===== config.mk =====
export PLATFORM = sky130hd
export DESIGN_NAME = vfa_sqrt
export DESIGN_NICKNAME = d
export VERILOG_FILES = /design/src/vfa_pkg.sv /design/src/vfa_sqrt.sv
export SDC_FILE = /design/constraint.sdc
export NUM_CORES = 2
export LEC_CHECK = 0
export BUFFER_PORTS_ARGS = -buffer_cell sky130_fd_sc_hd__buf_2
export CORE_MARGIN = 2
export CORE_UTILIZATION = 69
export CTS_CLUSTER_DIAMETER = 150
export DETAILED_ROUTE_END_ITERATION = 8
export PLACE_DENSITY = 0.86
export SYNTH_ARGS = -nofsm -noshare
export SYNTH_HDL_FRONTEND = slang
export SYNTH_SLANG_ARGS = --single-unit

===== constraint.sdc =====
create_clock -name clock -period 11.8 [get_ports clock]
set_input_delay 1.18 -clock clock [delete_from_list [all_inputs] [get_ports clock]]
set_output_delay 1.18 -clock clock [all_outputs]
set_load 0.01 [all_outputs]

===== src/vfa_pkg.sv =====
// Opcodes, error codes, stage types and saturation helper for the vector ALU.
package vfa_pkg;

   localparam logic [3:0] OP_ADD     = 4'd0;
   localparam logic [3:0] OP_SUB     = 4'd1;
   localparam logic [3:0] OP_MUL     = 4'd2;
   localparam logic [3:0] OP_DIV     = 4'd3;
   localparam logic [3:0] OP_SCALE   = 4'd4;
   localparam logic [3:0] OP_DOT     = 4'd5;
   localparam logic [3:0] OP_NORM    = 4'd6;
   localparam logic [3:0] OP_DIST    = 4'd7;
   localparam logic [3:0] OP_UNIT    = 4'd8;
   localparam logic [3:0] OP_UNIT_AB = 4'd9;
   localparam logic [3:0] OP_SET_LEN = 4'd10;

   localparam logic [1:0] ERR_OK       = 2'd0;
   localparam logic [1:0] ERR_DIV0     = 2'd1;
   localparam logic [1:0] ERR_ZERO_LEN = 2'd2;
   localparam logic [1:0] ERR_OVF      = 2'd3;

   localparam int SQRT_BITS = 32;

   localparam logic signed [31:0] Q_MAX = 32'sh7fff_ffff;
   localparam logic signed [31:0] Q_MIN = 32'sh8000_0000;

   typedef struct packed {
      logic signed [65:0] prod;
      logic signed [31:0] addsub;
      logic               addsub_ov;
      logic signed [32:0] num;
      logic [31:0]        den;
      logic               b_zero;
      logic               b_neg;
   } vfa_lane_type;

   typedef struct packed {
      logic [3:0]         cmd;
      logic signed [31:0] s;
      logic [2:0][31:0]   r;
      logic [31:0]        sc;
      logic               ov;
      logic               dz;
      logic               zl;
      logic               wide;
      logic [2:0][32:0]   num;
      logic [2:0][31:0]   den;
      logic [2:0]         b_zero;
      logic [2:0]         b_neg;
   } vfa_side_type;

   // {overflow, clamped value}
   function automatic logic [32:0] sat32(input logic signed [67:0] v);
      logic [32:0] res;
      if (v > 68'sd2147483647) begin
         res = {1'b1, Q_MAX};
      end else if (v < -68'sd2147483648) begin
         res = {1'b1, Q_MIN};
      end else begin
         res = {1'b0, v[31:0]};
      end
      return res;
   endfunction

endpackage


===== src/vfa_sqrt.sv =====
// Pipelined rounded integer square root, one root bit per stage.
module vfa_sqrt import vfa_pkg::*; (
   input  logic        clock,
   input  logic        en,
   input  logic [63:0] rad,
   output logic [32:0] root
);

   logic [63:0]          rem_ff [SQRT_BITS];
   logic [SQRT_BITS-1:0] q_ff   [SQRT_BITS];
   logic [32:0]          root_in, root_ff;

   for (genvar j = 0; j < SQRT_BITS; j++) begin : g_step
      localparam int K = SQRT_BITS - 1 - j;
      logic [63:0]          rem_prev, rem_in;
      logic [SQRT_BITS-1:0] q_prev, q_in;
      logic [65:0]          need;
      logic                 ge;
      if (j == 0) begin : g_first
         assign rem_prev = rad;
         assign q_prev   = '0;
      end else begin : g_rest
         assign rem_prev = rem_ff[j-1];
         assign q_prev   = q_ff[j-1];
      end
      always_comb begin
         need   = (66'(q_prev) << (K + 1)) + (66'(1) << (2 * K));
         ge     = 66'(rem_prev) >= need;
         rem_in = ge ? 64'(66'(rem_prev) - need) : rem_prev;
         q_in   = ge ? (q_prev | (SQRT_BITS'(1) << K)) : q_prev;
      end
      always_ff @(posedge clock) begin
         if (en) begin
            rem_ff[j] <= rem_in;
            q_ff[j]   <= q_in;
         end
      end
   end

   always_comb begin
      if (rem_ff[SQRT_BITS-1] > 64'(q_ff[SQRT_BITS-1])) begin
         root_in = 33'(q_ff[SQRT_BITS-1]) + 33'd1;
      end else begin
         root_in = 33'(q_ff[SQRT_BITS-1]);
      end
   end

   always_ff @(posedge clock) begin
      if (en) begin
         root_ff <= root_in;
      end
   end

   assign root = root_ff;

endmodule


==> impl_metrics.csv <==
group,metric,value,unit
sta,max_freq,195,MHz
global_routing,grt_start_max_net_pins,217,
sta,hold_violations,0,
floorplan,num_rows,158,
place,place.detailed.hpwl,245,mm
setup_path,crit_top_cell,"or4b_1",
layout,fin_nets,11300,
synth,yosysTopAreaCell,"edfxtp_1",
drt,drt_wl_total,341,mm
sta,min_period_over_period,43.3,%
clock_network,clk_latency,0.98,ns
floorplan,fp.dieH,435,um
floorplan,die_x,435,um
synth,yosysWarnings,0,
place,gp_congestion,0.970,
worst_hold_path,hold_path.class,"in -> reg",
power_and_ir_drop,leakagePower,52.7,nW
layout,layout_common_cells,"edfxtp_1, inv_1, nor2_1",
setup_path,cp_slowest_cell,"o21a_1",
layout,layout_commonest_cell,"edfxtp_1",
sta,holdWs,0.383,ns
global_routing,grt_pass1_vias,84700,
drt,drt_iter0_markers,12400,
floorplan,die-area,189000,um2
power_and_ir_drop,power,27.9,mW
clock_network,cts_tree,"done",
drt,dr_wl_met3,35.6,mm
sta,slew_viol_final,0,
clock_network,hold_buffers,0,
sta,fin_skew,0.0855,ns
job,drv_cap,0,
global_routing,antenna_found_initial,17,
synth,synth_cells,10400,
layout,drive_above_1_share,6.47,%
global_routing,grt_use_total,35.5,%
clock_network,cts.htree.levels,5,
setup_path,required,12.47,ns
power_and_ir_drop,vdd_drop_max,0.188,mV
setup_path,critPathTopFamily,"simple AND/OR/NAND/NOR gates",
setup_path,critPathCaptureType,"flop",
drt,vias_per_cell,6.69,
layout,area_delta_synth_final,9.50,%
synth,yosysTopAreaCellShare,61.2,%
sta,worstMarginPinSlew,1.43,ns
setup_path,crit_chain,"or4_1 > nor4b_1 > or4b_1 > or4b_1 > nor4_1 > o21a_1 > inv_2 > nand2_1 > nor3_1 > xor2_1",
setup_path,timing.reg2reg.setup_slack,6.68,ns
setup_path,slowest_delay,0.72,ns
drt,highest_layer,"met5",
setup_path,start_kind,"flop",
power_and_ir_drop,p_per_area,199,nW/um2
place,io_buffers,98,
sta,tns,0,ns
place,post-place-ws,6.84,ns
drt,met2_length,157,mm
global_routing,grt_pass1_wl,513,mm
setup_path,crit_type,"reg -> reg",
clock_network,clockBufferDepth,4,
synth,ys_types,87,
floorplan,core,185000,um2
clock_network,cts_made_buffers,284,
clock_network,path_clk_slew,0.06,ns
clock_network,cts.sinks,2609,
synth,ys.flop_type,"edfxtp_1",
synth,ys_ff_latch,2609,
drt,avgRoutedWirePerCell,25.6,um
sta,fin_ws,6.68,ns
clock_network,cts_root_buf,"clkbuf_16",
sta,slew-limit-headroom,3.95,%
sta,period_minus_slack,5.12,ns
drt,num_vias,89100,
synth,synth.area.top_cells,"edfxtp_1, ha_1, xnor2_1",
clock_network,post_cts_buffers,0,
floorplan,start_util,69.3,%
synth,synth_nets,11100,
setup_path,critPathBufInv,1,
clock_network,cts.repair.resized,0,
drt,wl_met1,136,mm
synth,syn_avg_cell_area,12.3,um2
global_routing,globalRouteOverflowTotal,0,
synth,syn-cell-area,128000,um2
synth,synthArstFlopShare,0,%
run_status,status,"complete, no violations",
drt,drt.antenna.violating_nets,0,
synth,yosysSeqAreaShare,61.2,%
synth,synth-edff-count,2609,
floorplan,io-pin-count,99,
drt,first_pass_iters,8,
sta,rsz0062_at_grt,"no",
sta,setup_viol,0,
drt,drc,0,
layout,final_util,75.8,%
setup_path,critPathMaxFanout,44,
setup_path,arrival,5.78,ns
## cells in the mapped netlist, types with 268 or more instances
cell type	number
o21ai_0	433
ha_1	593
edfxtp_1	2609
a21o_1	268
nor4_1	351
nor3_1	282
inv_1	742
a21oi_1	677
nor2_1	697
xnor2_1	559
nand2_1	635
xor2_1	388
## metrics by stage
stage	cell area, um2	std cells
5_1_grt	140000	13300
3_5_place_dp	131000	12800
4_1_cts	140000	13300
6_report	140000	13300
2_1_floorplan	128000	10400
3_3_place_gp	131000	12800
## power by group
| group | switching [mW] | total, mW | internal [mW] | leakage, nW |
|---|---|---|---|---|
| Combinational | 3.87 | 6.33 | 2.46 | 23.3 |
| Sequential | 1.06 | 12.9 | 11.8 | 25.1 |
| Clock | 3.60 | 8.66 | 5.06 | 4.29 |
| Total | 8.53 | 27.9 | 19.3 | 52.7 |
## logic make-up (layout without fill, tap and decap cells)
kind of cell,after synthesis,after routing,share of synthesized area [%]
AND/OR/NAND/NOR,3169,3169,12.9
flip-flops,2609,2609,61.2
adder cells (fa/ha/maj),593,593,5.80
multiplexers,91,91,0.789
XOR/XNOR,947,947,6.48
other,0,8,0
buffers and inverters,969,1385,2.89
AO/OA/AOI/OAI,2037,2037,9.93
## area by class of cell
cell class,instances,area [um2]
antenna,8,20.0
sequential,2609,78300
clock inverter,139,1370
timing repair buffer,149,1030
clock buffer,348,7470
fill,11300,44700
multi-input combinational,6837,46000
inverter,749,2810
tap,2480,3100
## state kept, by name (all words and copies together), names as in the netlist
name,cells
root,33
q_ff,528
rem_ff,2048
## routing by layer
metal	vias to the layer above	track usage, %
met3	922	6.80
met4	10	11.9
li1	39500	-
met5	-	0
met1	43200	50.7
met2	5434	55.3
## worst paths after layout
| path | start | endpoint | cells past startpoint |
|---|---|---|---|
| setup reg to reg | rem_ff[25][50] | rem_ff[26][39] | 10 |
| hold / removal | rad[41] | rem_ff[0][41] | 1 |
| hold reg to reg | q_ff[6][50] | q_ff[7][18] | 0 |
| setup / recovery | rem_ff[25][50] | rem_ff[26][39] | 10 |
Power figures use the tool's default switching activity.
