[src/vfa_pkg.sv]
// Opcodes, error codes, stage types and saturation helper for the vector ALU.
package vfa_pkg;

   localparam logic [3:0] OP_ADD     = 4'd0;
   localparam logic [3:0] OP_SUB     = 4'd1;
   localparam logic [3:0] OP_MUL     = 4'd2;
   localparam logic [3:0] OP_DIV     = 4'd3;
   localparam logic [3:0] OP_SCALE   = 4'd4;
   localparam logic [3:0] OP_DOT     = 4'd5;
   localparam logic [3:0] OP_NORM    = 4'd6;
   localparam logic [3:0] OP_DIST    = 4'd7;
   localparam logic [3:0] OP_UNIT    = 4'd8;
   localparam logic [3:0] OP_UNIT_AB = 4'd9;
   localparam logic [3:0] OP_SET_LEN = 4'd10;

   localparam logic [1:0] ERR_OK       = 2'd0;
   localparam logic [1:0] ERR_DIV0     = 2'd1;
   localparam logic [1:0] ERR_ZERO_LEN = 2'd2;
   localparam logic [1:0] ERR_OVF      = 2'd3;

   localparam int SQRT_BITS = 32;

   localparam logic signed [31:0] Q_MAX = 32'sh7fff_ffff;
   localparam logic signed [31:0] Q_MIN = 32'sh8000_0000;

   typedef struct packed {
      logic signed [65:0] prod;
      logic signed [31:0] addsub;
      logic               addsub_ov;
      logic signed [32:0] num;
      logic [31:0]        den;
      logic               b_zero;
      logic               b_neg;
   } vfa_lane_type;

   typedef struct packed {
      logic [3:0]         cmd;
      logic signed [31:0] s;
      logic [2:0][31:0]   r;
      logic [31:0]        sc;
      logic               ov;
      logic               dz;
      logic               zl;
      logic               wide;
      logic [2:0][32:0]   num;
      logic [2:0][31:0]   den;
      logic [2:0]         b_zero;
      logic [2:0]         b_neg;
   } vfa_side_type;

   // {overflow, clamped value}
   function automatic logic [32:0] sat32(input logic signed [67:0] v);
      logic [32:0] res;
      if (v > 68'sd2147483647) begin
         res = {1'b1, Q_MAX};
      end else if (v < -68'sd2147483648) begin
         res = {1'b1, Q_MIN};
      end else begin
         res = {1'b0, v[31:0]};
      end
      return res;
   endfunction

endpackage

[src/vfa_lane.sv]
// One element lane: add/sub, operand select and the element multiplier.
module vfa_lane import vfa_pkg::*; (
   input  logic               clock,
   input  logic               en,
   input  logic [3:0]         cmd,
   input  logic signed [31:0] a,
   input  logic signed [31:0] b,
   input  logic signed [31:0] s,
   input  logic               wide,
   output vfa_lane_type       lane_out
);

   logic signed [32:0] a_ext, b_ext, d, nv, v_sel, as_sum;
   logic [32:0]        d_mag, d_half;
   logic [32:0]        as_sat;
   logic signed [32:0] mx_in, my_in, mx_ff, my_ff;
   logic signed [32:0] num_in, num_ff;
   logic [31:0]        den_in, den_ff;
   logic signed [31:0] addsub_ff;
   logic               addsub_ov_ff, bz_ff, bneg_ff;
   logic signed [65:0] prod_in;
   vfa_lane_type       lane_ff;

   always_comb begin
      a_ext  = 33'(a);
      b_ext  = 33'(b);
      d      = b_ext - a_ext;
      d_mag  = d[32] ? 33'(-d) : 33'(d);
      d_half = {1'b0, d_mag[32:1]};
      if (!wide) begin
         nv = d;
      end else begin
         nv = d[32] ? -$signed(d_half) : $signed(d_half);
      end
      v_sel  = (cmd == OP_NORM || cmd == OP_UNIT || cmd == OP_SET_LEN) ? a_ext : nv;
      as_sum = (cmd == OP_SUB) ? a_ext - b_ext : a_ext + b_ext;
      as_sat = sat32(68'(as_sum));
      unique case (cmd)
         OP_SCALE: begin
            mx_in = a_ext;
            my_in = 33'(s);
         end
         OP_NORM, OP_DIST, OP_UNIT, OP_UNIT_AB, OP_SET_LEN: begin
            mx_in = v_sel;
            my_in = v_sel;
         end
         default: begin
            mx_in = a_ext;
            my_in = b_ext;
         end
      endcase
      num_in  = (cmd == OP_DIV) ? a_ext : v_sel;
      den_in  = b[31] ? 32'(-b) : 32'(b);
      prod_in = mx_ff * my_ff;
   end

   always_ff @(posedge clock) begin
      if (en) begin
         mx_ff        <= mx_in;
         my_ff        <= my_in;
         addsub_ff    <= as_sat[31:0];
         addsub_ov_ff <= as_sat[32];
         num_ff       <= num_in;
         den_ff       <= den_in;
         bz_ff        <= (b == 32'sd0);
         bneg_ff      <= b[31];
         lane_ff.prod      <= prod_in;
         lane_ff.addsub    <= addsub_ff;
         lane_ff.addsub_ov <= addsub_ov_ff;
         lane_ff.num       <= num_ff;
         lane_ff.den       <= den_ff;
         lane_ff.b_zero    <= bz_ff;
         lane_ff.b_neg     <= bneg_ff;
      end
   end

   assign lane_out = lane_ff;

endmodule

[config.mk]
export PLATFORM = sky130hd
export DESIGN_NAME = vfa_lane
export DESIGN_NICKNAME = d
export VERILOG_FILES = /design/src/vfa_pkg.sv /design/src/vfa_lane.sv
export SDC_FILE = /design/constraint.sdc
export NUM_CORES = 2
export LEC_CHECK = 0
export BUFFER_PORTS_ARGS = -buffer_cell sky130_fd_sc_hd__buf_2
export CAP_MARGIN = 5
export CORE_UTILIZATION = 30
export CTS_CLUSTER_DIAMETER = 150
export DETAILED_ROUTE_END_ITERATION = 10
export GPL_ROUTABILITY_DRIVEN = 0
export PLACE_DENSITY_LB_ADDON = 0.12
export SLEW_MARGIN = 5
export SYNTH_ARGS = -nofsm -noshare
export SYNTH_HDL_FRONTEND = slang
export SYNTH_SLANG_ARGS = --single-unit
export TNS_END_PERCENT = 50
[constraint.sdc]
create_clock -name clock -period 11.1 [get_ports clock]
set_clock_uncertainty 0.1 [all_clocks]
set_input_delay 0 -clock clock [delete_from_list [all_inputs] [get_ports clock]]
set_output_delay 0 -clock clock [all_outputs]
set_load 0.02 [all_outputs]
==> metrics.cfg <==
[status]
status=completed

[global_routing]
grt_first_pass_wirelength_mm=284
grt_pass1_vias=44740
grt_usage=0.197
antenna_found_initial=12
gr-total-overflow=0
grt_max_degree=126

[worst_setup_path]
crit_start=my_ff[19]$_DFFE_PP_
r2r-end=lane_out[165]$_DFFE_PP_
worstSetupPathType=flip-flop to flip-flop
cp_common_cell=fa_1
rr_worst_depth=30
end_kind=flip-flop
arrival_ps=10440
crit_end=lane_out[165]$_DFFE_PP_
r2r-start=my_ff[19]$_DFFE_PP_
slowest_delay_ps=1180
crit_slowest_cell=edfxtp_1
cp.required_ps=11380
r2r_slack_ps=940
cp-start-kind=flip-flop
worstPathMaxFanout=21

[cts]
clock_latency_ps=650
clock_path_buffers=3
cts_tree=built
clk_pin_slew_ps=60
htreeDepth=2
clock_sinks=332
cts_root_buf=clkbuf_16
numCtsBuffers=44
post_cts_buffers=0

[floorplan]
die_h_um=439
start_util=0.304
fp.dieArea_um2=193000
rows=159
die_w_um=439
io_pins=269
core_area_um2=189000

[route]
wl_met1_mm=82.3
met3WireLength_mm=5.62
postRouteAntennaNets=0
drt_wl_total_mm=186
vias=40847
met2WireLength_mm=92.1
remaining_drc_errors=0
drt_iter0_drc=2328
wl_per_cell_um=21.4
drt_first_pass_iters=5
dr.max_layer_used=met4
vias_per_cell=4.70

[cells_and_area]
drive_above_1_share=0.0830
finalNetCount=7694
area_growth_pct=12.9
layout_commonest_cell=inv_1
layout_common_cells=inv_1 (1186), fa_1 (1147), nand2_1 (708), and2_1 (564), edfxtp_1 (332)

[synth]
synth_mux_area_frac=0.00321
yosys.area_share.xor_xnor=0.0370
yosysWarnings=0
yosysUniqueCellTypes=96
syn_nets=7392
synth_compound_area_frac=0.0763
synth_fa_ha_area_frac=0.464
yosysSeqAreaShare=0.174
synth_top_family_by_area=adder cells
synthArstFlopShare=0
synth_enable_flop_cells=332
ys_ff_latch=332
yosys.area_share.simple=0.148
synth_cells=5858
synth_ff_type=edfxtp_1
syn-cell-area_um2=57200
synth_area_per_cell_um2=9.77

[timing]
hold_viol_final=0
maxSlewViolCount=0
tns_ps=0
setup_viol=0
worst_pin_slew_ps=1250
max_freq_mhz=98.4
slew_headroom=0.166
timing.final.ws_setup_ps=936
fin_crit_sh=0.916
layout_min_cycle_time_ps=10160
rsz0062_at_grt=false

[place]
dp_hpwl_mm=153
port_buffers=268
pre_cts_slack_ps=893

[min_path]
hp-class=input pin to flip-flop
whs_path_depth=2

[run]
drv_cap=0

-- registers in the layout (all words and copies together), names as in the netlist --
signal and flops:
num_ff 33, mx_ff 33, lane_out 166, my_ff 33, den_ff 32, addsub_ff 32, addsub_ov_ff 1, bz_ff 1
bneg_ff 1
-- worst min path at each step --
stage / startpoint / to / slack [ps]
final: b[0] / den_ff[0]$_DFFE_PP_ / 100
after detailed placement: b[0] / den_ff[0]$_DFFE_PP_ / 200
after global routing: b[0] / den_ff[0]$_DFFE_PP_ / 90
after CTS: b[0] / den_ff[0]$_DFFE_PP_ / 30
after floorplan: b[31] / bneg_ff$_DFFE_PP_ / -1
after global placement: b[0] / den_ff[0]$_DFFE_PP_ / 210
-- layer usage --
metal,vias up,GRT usage
met4,0,0.0572
met2,654,0.345
met3,181,0.0185
met1,21326,0.257
met5,-,0
li1,18686,-
-- repair_timing --
item | CTS | global route
endpoints found under the setup margin | 0 | 0
hold buffers | 148 | 0
hold endpoints to repair | 248 | 0
gates resized for setup | 0 | 0
-- kinds of logic after synthesis --
family	count (synthesis)
AND/OR/NAND/NOR	1687
flip-flops	332
XOR/XNOR	236
multiplexers	18
AO/OA/AOI/OAI	672
adder cells (fa/ha/maj)	1435
buffers and inverters	1478
-- cell type report --
type                       instances  area, um2
antenna                            6       15.0
sequential                       332       9970
fill                           19631     124000
inverter                        1186       4450
multi-input combinational       4048      41700
tap                             2495       3120
clock buffer                      50       1120
timing repair buffer             548       3890
clock inverter                    30        367
-- worst max-delay path: cells and delay by family (launching register included) --
| kind | cells | cell delay [ps] |
|---|---|---|
| AND/OR/NAND/NOR | 8 | 1520 |
| XOR/XNOR | 1 | 130 |
| AO/OA/AOI/OAI | 7 | 1970 |
| buffers and inverters | 5 | 570 |
| flip-flops | 1 | 1180 |
| adder cells (fa/ha/maj) | 9 | 4360 |
-- synthesized netlist by cell type, types with 16 or more instances --
library cell / instances / area share
a211oi_1: 27 / 0.0035
a21o_1: 78 / 0.010
a21oi_1: 195 / 0.017
a31oi_1: 30 / 0.0033
and2_1: 564 / 0.062
and3_1: 21 / 0.0023
clkbuf_1: 267 / 0.018
edfxtp_1: 332 / 0.17
fa_1: 1147 / 0.40
ha_1: 284 / 0.062
inv_1: 1186 / 0.078
nand2_1: 708 / 0.046
nand2b_1: 34 / 0.0037
nand3_1: 37 / 0.0032
nand4_1: 20 / 0.0022
nor2_1: 156 / 0.010
nor2b_1: 17 / 0.0019
nor3_1: 30 / 0.0026
o21ai_0: 143 / 0.013
o21bai_1: 19 / 0.0025
o31ai_1: 16 / 0.0021
or3_1: 32 / 0.0035
xnor2_1: 156 / 0.024
xor2_1: 73 / 0.011
-- metrics by stage --
stage / utilization / instances / hold slack, ps / cell area [um2]
finish: 0.343 / 8695 / 99.5 / 64600
global route: 0.343 / 8690 / 85.2 / 64600
CTS: 0.343 / 8689 / 31.8 / 64600
detailed placement: 0.327 / 8461 / 196 / 61700
global placement: 0.327 / 8461 / 207 / 61700
floorplan: - / 5858 / -1.13 / 57200
Power is not shown: default switching activity piles up to over one toggle a cycle in this logic, so the estimate is an artifact.
